### config.mk
export PLATFORM = sky130hd
export DESIGN_NAME = uart_dual_ring_fifo_top_flat
export DESIGN_NICKNAME = d
export VERILOG_FILES = /design/src/rtl/core/udrf_pkg.sv /design/src/rtl/core/udrf_if.sv /design/src/rtl/core/udrf_step.sv /design/src/rtl/core/uart_dual_ring_fifo_top.sv /design/src/flat_wrapper.sv
export VERILOG_INCLUDE_DIRS = /design/src /design/src/rtl/core
export SDC_FILE = /design/constraint.sdc
export NUM_CORES = 1
export LEC_CHECK = 0
export BUFFER_PORTS_ARGS = -buffer_cell sky130_fd_sc_hd__buf_2
export CAP_MARGIN = 5
export CORE_UTILIZATION = 55
export DETAILED_ROUTE_END_ITERATION = 10
export MAX_ROUTING_LAYER = met4
export PLACE_DENSITY = 0.86
export SYNTH_ARGS = -nofsm -noshare
export SYNTH_HDL_FRONTEND = slang
export SYNTH_SLANG_ARGS = --single-unit
### constraint.sdc
create_clock -name clk -period 3.4 [get_ports clk]
set_input_delay 0.85 -clock clk [delete_from_list [all_inputs] [get_ports clk]]
set_output_delay 0.85 -clock clk [all_outputs]
set_load 0.02 [all_outputs]
### src/rtl/core/assert_macros.svh
// Assertion helpers for the RTL in this folder.
// Both macros sample on clk and stay quiet while rst is high.
`ifndef ASSERT_MACROS_SVH
`define ASSERT_MACROS_SVH

// Check a property on every rising clock edge outside reset.
`define UDRF_ASSERT(lbl, prop, msg) \
  lbl: assert property (@(posedge clk) disable iff (rst) (prop)) else $error(msg);

// Check that a condition implies a consequence in the same cycle.
`define UDRF_ASSERT_IMPL(lbl, ante, cons, msg) \
  `UDRF_ASSERT(lbl, (ante) |-> (cons), msg)

`endif

### src/rtl/core/udrf_pkg.sv
package udrf_pkg;

  localparam int TX_DEPTH = 16;
  localparam int RX_DEPTH = 16;
  localparam int TX_IDX_W = (TX_DEPTH > 2) ? $clog2(TX_DEPTH) : 1;
  localparam int RX_IDX_W = (RX_DEPTH > 2) ? $clog2(RX_DEPTH) : 1;

  typedef logic [TX_IDX_W-1:0] tx_idx_t;
  typedef logic [RX_IDX_W-1:0] rx_idx_t;
  typedef logic [7:0]          byte_t;

  typedef enum logic [1:0] {
    OP_CPU_WRITE = 2'd0,
    OP_TX_READY  = 2'd1,
    OP_RX_BYTE   = 2'd2,
    OP_CPU_READ  = 2'd3
  } op_t;

  typedef enum logic [2:0] {
    ST_OK       = 3'd0,
    ST_TX_FULL  = 3'd1,
    ST_RX_EMPTY = 3'd2,
    ST_RX_DROP  = 3'd3,
    ST_OVERRUN  = 3'd4
  } status_t;

  // Ring pointers and error counters
  typedef struct packed {
    tx_idx_t tx_head;
    tx_idx_t tx_tail;
    rx_idx_t rx_head;
    rx_idx_t rx_tail;
    byte_t   overrun_counter;
    byte_t   framing_counter;
    byte_t   drop_counter;
  } ring_state_t;

  // Store write strobes from the step logic
  typedef struct packed {
    logic tx_wr;
    logic rx_wr;
  } store_ctl_t;

  typedef struct packed {
    logic    line_valid;
    byte_t   line_byte;
    logic    read_valid;
    byte_t   read_byte;
    status_t status;
    logic    rx_available;
    logic    tx_empty;
    logic    tx_pending;
    byte_t   overrun_count;
    byte_t   framing_count;
    byte_t   drop_count;
  } result_t;

  function automatic tx_idx_t tx_next(tx_idx_t i);
    return (i == tx_idx_t'(TX_DEPTH - 1)) ? '0 : i + tx_idx_t'(1);
  endfunction

  function automatic rx_idx_t rx_next(rx_idx_t i);
    return (i == rx_idx_t'(RX_DEPTH - 1)) ? '0 : i + rx_idx_t'(1);
  endfunction

endpackage

### src/rtl/core/udrf_if.sv
interface udrf_cmd_if (input logic clk);
  logic       valid;
  logic       ready;
  logic [1:0] op;
  logic [7:0] data;
  logic       tx_holding_empty;
  logic       overrun;
  logic       framing_error;

  modport source (
    input  clk, ready,
    output valid, op, data, tx_holding_empty, overrun, framing_error
  );
  modport sink (
    input  clk, valid, op, data, tx_holding_empty, overrun, framing_error,
    output ready
  );
endinterface

interface udrf_res_if (input logic clk);
  logic       valid;
  logic       ready;
  logic       line_valid;
  logic [7:0] line_byte;
  logic       read_valid;
  logic [7:0] read_byte;
  logic [2:0] status;
  logic       rx_available;
  logic       tx_empty;
  logic       tx_pending;
  logic [7:0] overrun_count;
  logic [7:0] framing_count;
  logic [7:0] drop_count;

  modport source (
    input  clk, ready,
    output valid, line_valid, line_byte, read_valid, read_byte, status,
           rx_available, tx_empty, tx_pending, overrun_count, framing_count,
           drop_count
  );
  modport sink (
    input  clk, valid, line_valid, line_byte, read_valid, read_byte, status,
           rx_available, tx_empty, tx_pending, overrun_count, framing_count,
           drop_count,
    output ready
  );
endinterface

### src/rtl/core/udrf_step.sv
module udrf_step (
  input  udrf_pkg::op_t         op,
  input  udrf_pkg::byte_t       data,
  input  logic                  hold_free,
  input  logic                  ovr,
  input  logic                  ferr,
  input  udrf_pkg::ring_state_t state,
  input  udrf_pkg::byte_t       tx_rd_byte,
  input  udrf_pkg::byte_t       rx_rd_byte,
  output udrf_pkg::ring_state_t state_next,
  output udrf_pkg::store_ctl_t  store_ctl,
  output udrf_pkg::result_t     res
);

  logic              tx_is_empty;
  logic              rx_is_empty;
  udrf_pkg::tx_idx_t tx_head_inc;
  udrf_pkg::rx_idx_t rx_head_inc;

  assign tx_is_empty = (state.tx_head == state.tx_tail);
  assign rx_is_empty = (state.rx_head == state.rx_tail);
  assign tx_head_inc = udrf_pkg::tx_next(state.tx_head);
  assign rx_head_inc = udrf_pkg::rx_next(state.rx_head);

  // Decode one transaction into pointer, counter and store updates
  always_comb begin
    state_next = state;
    store_ctl  = '0;
    res        = '0;
    res.status = udrf_pkg::ST_OK;
    case (op)
      udrf_pkg::OP_CPU_WRITE: begin
        if (tx_is_empty && hold_free) begin
          res.line_valid = 1'b1;
          res.line_byte  = data;
        end else if (tx_head_inc == state.tx_tail) begin
          res.status = udrf_pkg::ST_TX_FULL;
        end else begin
          store_ctl.tx_wr    = 1'b1;
          state_next.tx_head = tx_head_inc;
        end
      end
      udrf_pkg::OP_TX_READY: begin
        if (!tx_is_empty) begin
          res.line_valid     = 1'b1;
          res.line_byte      = tx_rd_byte;
          state_next.tx_tail = udrf_pkg::tx_next(state.tx_tail);
        end
      end
      udrf_pkg::OP_RX_BYTE: begin
        if (ovr) begin
          state_next.overrun_counter = state.overrun_counter + 8'd1;
          res.status = udrf_pkg::ST_OVERRUN;
        end else begin
          if (ferr) begin
            state_next.framing_counter = state.framing_counter + 8'd1;
          end
          if (rx_head_inc != state.rx_tail) begin
            store_ctl.rx_wr    = 1'b1;
            state_next.rx_head = rx_head_inc;
          end else begin
            state_next.drop_counter = state.drop_counter + 8'd1;
            res.status = udrf_pkg::ST_RX_DROP;
          end
        end
      end
      udrf_pkg::OP_CPU_READ: begin
        if (rx_is_empty) begin
          res.status = udrf_pkg::ST_RX_EMPTY;
        end else begin
          res.read_valid     = 1'b1;
          res.read_byte      = rx_rd_byte;
          state_next.rx_tail = udrf_pkg::rx_next(state.rx_tail);
        end
      end
      default: begin
      end
    endcase

    // Flags and counters reflect the state after the transaction
    res.rx_available  = (state_next.rx_head != state_next.rx_tail);
    res.tx_empty      = (state_next.tx_head == state_next.tx_tail);
    res.tx_pending    = (state_next.tx_head != state_next.tx_tail);
    res.overrun_count = state_next.overrun_counter;
    res.framing_count = state_next.framing_counter;
    res.drop_count    = state_next.drop_counter;
  end

endmodule

### src/rtl/core/uart_dual_ring_fifo_top.sv
// A transaction waits in the input register, is decoded by the step logic and is loaded into the result register.
// Throughput: one transaction per cycle while the result register is free; a stalled result holds the input register.
// Each ring holds up to depth minus one bytes; a full ring and a read of an empty receive ring are reported by status.
// Reset (rst, synchronous, active high) clears ring pointers, error counters and valids.
// Ring contents are not cleared; an entry is only read after it has been written.
`include "assert_macros.svh"

module uart_dual_ring_fifo_top (
  input logic               clk,
  input logic               rst,
  udrf_cmd_if.sink          cmd,
  udrf_res_if.source        res
);

  logic                  in_valid;
  udrf_pkg::op_t         in_op;
  udrf_pkg::byte_t       in_data;
  logic                  in_hold_free;
  logic                  in_ovr;
  logic                  in_ferr;

  logic                  res_valid;
  udrf_pkg::result_t     res_q;

  udrf_pkg::ring_state_t state;
  udrf_pkg::ring_state_t state_next;
  udrf_pkg::store_ctl_t  store_ctl;
  udrf_pkg::result_t     step_res;

  udrf_pkg::byte_t       tx_store [udrf_pkg::TX_DEPTH];
  udrf_pkg::byte_t       rx_store [udrf_pkg::RX_DEPTH];

  logic                  advance;
  logic                  take;

  // Move the held transaction forward when the result register is free
  assign advance   = in_valid && (!res_valid || res.ready);
  assign cmd.ready = !in_valid || advance;
  assign take      = cmd.valid && cmd.ready;

  // Input register
  always_ff @(posedge clk) begin
    if (rst) begin
      in_valid <= 1'b0;
    end else if (take) begin
      in_valid <= 1'b1;
    end else if (advance) begin
      in_valid <= 1'b0;
    end
  end

  always_ff @(posedge clk) begin
    if (take) begin
      in_op        <= udrf_pkg::op_t'(cmd.op);
      in_data      <= cmd.data;
      in_hold_free <= cmd.tx_holding_empty;
      in_ovr       <= cmd.overrun;
      in_ferr      <= cmd.framing_error;
    end
  end

  udrf_step u_step (
    .op         (in_op),
    .data       (in_data),
    .hold_free  (in_hold_free),
    .ovr        (in_ovr),
    .ferr       (in_ferr),
    .state      (state),
    .tx_rd_byte (tx_store[state.tx_tail]),
    .rx_rd_byte (rx_store[state.rx_tail]),
    .state_next (state_next),
    .store_ctl  (store_ctl),
    .res        (step_res)
  );

  // Pointers and counters advance with each processed transaction
  always_ff @(posedge clk) begin
    if (rst) begin
      state <= '0;
    end else if (advance) begin
      state <= state_next;
    end
  end

  // Ring storage writes at the head pointer
  always_ff @(posedge clk) begin
    if (advance && store_ctl.tx_wr) begin
      tx_store[state.tx_head] <= in_data;
    end
    if (advance && store_ctl.rx_wr) begin
      rx_store[state.rx_head] <= in_data;
    end
  end

  // Result register: load on advance, drop once taken
  always_ff @(posedge clk) begin
    if (rst) begin
      res_valid <= 1'b0;
    end else if (advance) begin
      res_valid <= 1'b1;
    end else if (res.ready) begin
      res_valid <= 1'b0;
    end
  end

  always_ff @(posedge clk) begin
    if (advance) begin
      res_q <= step_res;
    end
  end

  assign res.valid         = res_valid;
  assign res.line_valid    = res_q.line_valid;
  assign res.line_byte     = res_q.line_byte;
  assign res.read_valid    = res_q.read_valid;
  assign res.read_byte     = res_q.read_byte;
  assign res.status        = res_q.status;
  assign res.rx_available  = res_q.rx_available;
  assign res.tx_empty      = res_q.tx_empty;
  assign res.tx_pending    = res_q.tx_pending;
  assign res.overrun_count = res_q.overrun_count;
  assign res.framing_count = res_q.framing_count;
  assign res.drop_count    = res_q.drop_count;

  `UDRF_ASSERT_IMPL(a_pending_flag, res_valid, res_q.tx_pending != res_q.tx_empty, "tx_pending must mirror tx_empty")
  `UDRF_ASSERT_IMPL(a_tx_no_overfill, advance && store_ctl.tx_wr, udrf_pkg::tx_next(state.tx_head) != state.tx_tail, "transmit ring overfilled")
  `UDRF_ASSERT_IMPL(a_rx_pop_nonempty, advance && step_res.read_valid, state.rx_head != state.rx_tail, "read from empty receive ring")
  `UDRF_ASSERT(a_state_hold, !advance |=> $stable(state), "ring state changed without a transaction")

endmodule

### src/flat_wrapper.sv
// flat-port wrapper written by rule: the top's interface ports become plain ports
module uart_dual_ring_fifo_top_flat 
  (clk, rst, cmd_valid, cmd_op, cmd_data, cmd_tx_holding_empty, cmd_overrun, cmd_framing_error, cmd_ready, res_ready, res_valid, res_line_valid, res_line_byte, res_read_valid, res_read_byte, res_status, res_rx_available, res_tx_empty, res_tx_pending, res_overrun_count, res_framing_count, res_drop_count);
  udrf_cmd_if cmd_i (.clk(clk));
  udrf_res_if res_i (.clk(clk));
  input logic clk;
  input logic rst;
  input wire logic [$bits(cmd_i.valid)-1:0] cmd_valid;
  input wire logic [$bits(cmd_i.op)-1:0] cmd_op;
  input wire logic [$bits(cmd_i.data)-1:0] cmd_data;
  input wire logic [$bits(cmd_i.tx_holding_empty)-1:0] cmd_tx_holding_empty;
  input wire logic [$bits(cmd_i.overrun)-1:0] cmd_overrun;
  input wire logic [$bits(cmd_i.framing_error)-1:0] cmd_framing_error;
  output wire logic [$bits(cmd_i.ready)-1:0] cmd_ready;
  input wire logic [$bits(res_i.ready)-1:0] res_ready;
  output wire logic [$bits(res_i.valid)-1:0] res_valid;
  output wire logic [$bits(res_i.line_valid)-1:0] res_line_valid;
  output wire logic [$bits(res_i.line_byte)-1:0] res_line_byte;
  output wire logic [$bits(res_i.read_valid)-1:0] res_read_valid;
  output wire logic [$bits(res_i.read_byte)-1:0] res_read_byte;
  output wire logic [$bits(res_i.status)-1:0] res_status;
  output wire logic [$bits(res_i.rx_available)-1:0] res_rx_available;
  output wire logic [$bits(res_i.tx_empty)-1:0] res_tx_empty;
  output wire logic [$bits(res_i.tx_pending)-1:0] res_tx_pending;
  output wire logic [$bits(res_i.overrun_count)-1:0] res_overrun_count;
  output wire logic [$bits(res_i.framing_count)-1:0] res_framing_count;
  output wire logic [$bits(res_i.drop_count)-1:0] res_drop_count;
  assign cmd_i.valid = cmd_valid;
  assign cmd_i.op = cmd_op;
  assign cmd_i.data = cmd_data;
  assign cmd_i.tx_holding_empty = cmd_tx_holding_empty;
  assign cmd_i.overrun = cmd_overrun;
  assign cmd_i.framing_error = cmd_framing_error;
  assign cmd_ready = cmd_i.ready;
  assign res_i.ready = res_ready;
  assign res_valid = res_i.valid;
  assign res_line_valid = res_i.line_valid;
  assign res_line_byte = res_i.line_byte;
  assign res_read_valid = res_i.read_valid;
  assign res_read_byte = res_i.read_byte;
  assign res_status = res_i.status;
  assign res_rx_available = res_i.rx_available;
  assign res_tx_empty = res_i.tx_empty;
  assign res_tx_pending = res_i.tx_pending;
  assign res_overrun_count = res_i.overrun_count;
  assign res_framing_count = res_i.framing_count;
  assign res_drop_count = res_i.drop_count;
  uart_dual_ring_fifo_top u_core (.clk(clk), .rst(rst), .cmd(cmd_i), .res(res_i));
endmodule
==> summary.md <==
| Metric | Value |
|---|---|
| Post-Syn Area per Cell | `17.45 um2` |
| Setup TNS | `0 ns` |
| Layout cells sized above 1 | `between 20% and 30%` |
| Final Instance Count excl. Fillers | `1316` |
| Arr. time, crit path | `between 3 and 4 ns` |
| Post-layout util | `roughly 64%` |
| EDFF count, synth | `around 320` |
| Core area | `between 20000 and 30000 um2` |
| Int Power | `7.192 mW` |
| Maximum fanout along the worst path | `11` |
| Worst Hold Class | `reg2reg` |
| Initial antenna violation count | `2` |
| Cells after Synth | `approximately 850` |
| Final hold vios | `0` |
| DP HPWL | `18.60 mm` |
| R2r endpoint | `u_core.tx_store[3][0]` |
| Run status | `finished with violations` |
| Worst-margin pin slew | `1.252 ns` |
| Placed cell count | `between 1000 and 1500` |
| Sink Count | `approximately 370` |
| Die X | `between 150 and 200 um` |
| Hold depth | `2` |
| Clk slew on worst S/H paths | `roughly 0.060 ns` |
| Seq/Total Area, Yosys | `between 70 and 80%` |
| Worst Setup SP | `u_core.state[38]` |
| Part of the power in combinational logic | `3.4%` |
| Syn Std Cell Area | `~15000 um2` |
| Failing checks | `DRC` |
| Final worst slack | `0.4086 ns` |
| Design area | `roughly 17000 um2` |
| H-tree levels | `2` |
| CP startpoint kind | `flop` |
| Largest net degree at the start of global routing | `43` |
| FF+latch area | `~11000 um2` |
| Top_reg_cell synth | `edfxtp_1` |
| Placed Area | `~16000 um2` |
| Async S/R FF share, synth | `0%` |
| Clock latency on the worst-skew pair | `0.52 ns` |
| GRT Total Usage | `a little under a quarter` |
| R2R cell count | `7` |
| Worst Path Required | `approximately 3.6 ns` |
| Hold Path End | `u_core.state[9]` |
| R2r setup slk | `0.41 ns` |
| Quantity of gates resized following cts | `0` |
| First-pass detailed-route iteration total | `10` |
| CP peak stage delay | `about 0.7 ns` |
| Lkg Pwr | `about 5.5 nW` |
| Sw Pwr | `1.835 mW` |
| Vias in the first global route | `around 8000` |
| # fillers | `1670` |
| CP max-delay cell | `dfxtp_1` |
| DRC violations left | `4` |
| Worst hold slack | `roughly 0.50 ns` |
| Switching Fraction | `between 20% and 30%` |
| Cells along the critical path | `nand2b_1 -> o311ai_4 -> xnor2_2 -> a211oi_2 -> nand2_1 -> nor3_1 -> buf_4` |
| Via count | `roughly 8000` |
| Final net count | `between 900 and 1000` |
| # IOs | `67` |
| First-pass GRT wire length | `~47 mm` |
| Fin crit period | `around 3.0 ns` |
| Fmax | `0.3343 GHz` |
| Routed Antenna Nets | `0` |
| RSZ-0062 raised after global routing | `no` |
| Pre-CTS WS | `around 0.42 ns` |
| I/O Buffers | `between 60 and 70` |
| Area of the multi-input gates | `around 4000 um2` |
| Tot Pwr | `9.027 mW` |
| Peak VDD IR | `between 400 and 500 uV` |
| Final period utilization | `between 80 and 90%` |
| Max transition margin | `16.55%` |
| Final setup viols | `0` |
| CTS tree | `built` |
| RePlAce Congestion | `about 0.86` |
| Num rows | `59` |
| Crit Path Class | `reg2reg` |
| PwrDens | `537.0 nW/um2` |
| Die Height | `roughly 170 um` |
| Post-Syn Nets | `just under 900` |
| Final wirelength | `30.44 mm` |
| Die area | `around 28000 um2` |
| DR iter-0 viols | `between 800 and 900` |
| Hold Buf Count CTS | `0` |
| Yosys warns | `0` |
| Clock power frac | `40.8%` |
| Grt ovf | `0` |
| Final slew viol count | `0` |
| Via-per-instance ratio | `6.040` |
| Total setup buffers inserted after CTS | `0` |
| Synth-to-Final Area Change | `13.45%` |
| Netlist cell types | `between 50 and 60` |
| Max-cap violations | `0` |
| Num CTS Buffers | `36` |
| Root buf cell | `clkbuf_16` |
| Yosys reg bits | `around 370` |
| Worst reg2reg startpoint | `u_core.state[38]` |
| HP Start | `u_core.state[9]` |
| Initial core utilization | `56.54%` |
| Skew final | `0.01485 ns` |
| Max clock buf depth | `3` |
| Flop pwr share | `between 50% and 60%` |
| Crit. End Element | `flop` |
| WL per Instance | `between 20 and 25 um` |
[state kept, by name (all words and copies together), names as in the netlist, 3 cells and up, named ones only]
signal / count
u_core.rx_store: 128
u_core.res.overrun_count: 8
u_core.res.framing_count: 8
u_core.res.drop_count: 8
u_core.res.status: 3
u_core.res.read_byte: 8
u_core.in_data: 8
u_core.res.line_byte: 8
u_core.tx_store: 128
u_core.state: 40
[area by class of cell]
cell class | count | area share, %
sequential | 367 | 62.60
timing repair buffer | 113 | 4.064
inverter | 12 | 0.2680
clock buffer | 48 | 5.917
multi-input combinational | 426 | 24.11
tap | 335 | 2.493
antenna | 2 | 0.02977
clock inverter | 13 | 0.5210
[critical path: cells and delay by family (launching register included)]
family | cells | cell delay (ns)
simple gates | 3 | 0.82
compound gates | 2 | 0.77
flops | 1 | 0.69
xor+xnor | 1 | 0.21
buf+inv | 1 | 0.20
[layout by cell type (no fill, tap or decap), drive strengths merged, types with 4 or more instances in the layout]
cell type / Yosys / routed
and3: 4 / 4
buf: 18 / 113
and2: 13 / 13
nand2: 45 / 45
inv: 11 / 12
a211oi: 6 / 6
nor3: 14 / 14
mux2i: 7 / 7
a21oi: 23 / 23
a32o: 8 / 8
xor2: 31 / 31
o21ai: 16 / 16
or3: 6 / 6
clkinv: 1 / 11
nor2: 79 / 79
clkbuf: 26 / 48
nand4: 6 / 6
edfxtp: 317 / 317
xnor2: 32 / 32
dfxtp: 50 / 50
mux4: 80 / 80
nand3: 11 / 11
ha: 13 / 13
[synthesized netlist by cell type (2+ instances only)]
cell	n	area, um2
edfxtp_1	317	9519
a211oi_1	4	30.03
or4_1	2	15.01
ha_1	13	162.7
xor2_1	30	262.8
or2_2	2	12.51
clkbuf_1	26	97.59
a32o_1	8	80.08
inv_1	11	41.29
xnor3_1	2	45.04
mux4_2	80	1802
nand3b_1	2	15.01
mux2i_1	7	70.07
and3_1	4	25.02
nor3_1	13	65.06
buf_2	9	45.04
buf_4	4	30.03
and2_1	13	81.33
nand4b_1	2	17.52
nor2_1	79	296.5
o21ai_0	15	75.07
or3_1	6	37.54
dfxtp_1	50	1001
nand2b_1	3	18.77
a31oi_1	2	12.51
mux2_2	2	22.52
nand2_1	45	168.9
buf_1	4	15.01
xnor2_1	30	262.8
a211oi_2	2	25.02
o31ai_1	3	22.52
nand3_1	11	55.05
nor2b_1	2	12.51
a21oi_1	22	110.1
nand4_1	6	37.54
[how the worst max path moves through the flow]
stage / end / slack [ns]
after detailed placement: u_core.tx_store[3][6] / 0.42
after global routing: u_core.tx_store[3][6] / 0.21
after floorplan: flop / 0.02
after CTS: u_core.tx_store[3][2] / 0.39
final: u_core.tx_store[3][0] / 0.41
after global placement: u_core.tx_store[3][6] / 0.51
[routing by layer]
| layer | global-route usage (%) | wire [um] |
|---|---|---|
| met5 | - | 0 |
| met4 | 8.574 | 972 |
| met3 | 3.861 | 2329 |
| met2 | 39.59 | 15860 |
| met1 | 28.61 | 11280 |
[kinds of logic after synthesis]
family / synth area share (%)
DFF: 71.00
muxes: 12.79
AOI/OAI and AO/OA: 3.074
xor gates and xnor gates: 4.256
adders and majority gates: 1.098
buffers and inverters: 1.647
and+or+nand+nor: 6.139
[power by group through the flow]
stage | clock network (mW) | registers, mW | logic, mW
5_1_grt | 3.91 | 5.04 | 0.323
3_3_place_gp | 0 | 5.12 | 0.294
3_5_place_dp | 0 | 5.13 | 0.300
2_1_floorplan | 0 | 5.11 | 0.189
6_report | 3.69 | 5.03 | 0.305
4_1_cts | 3.74 | 5.04 | 0.306
(Power assumes the default switching activity.)
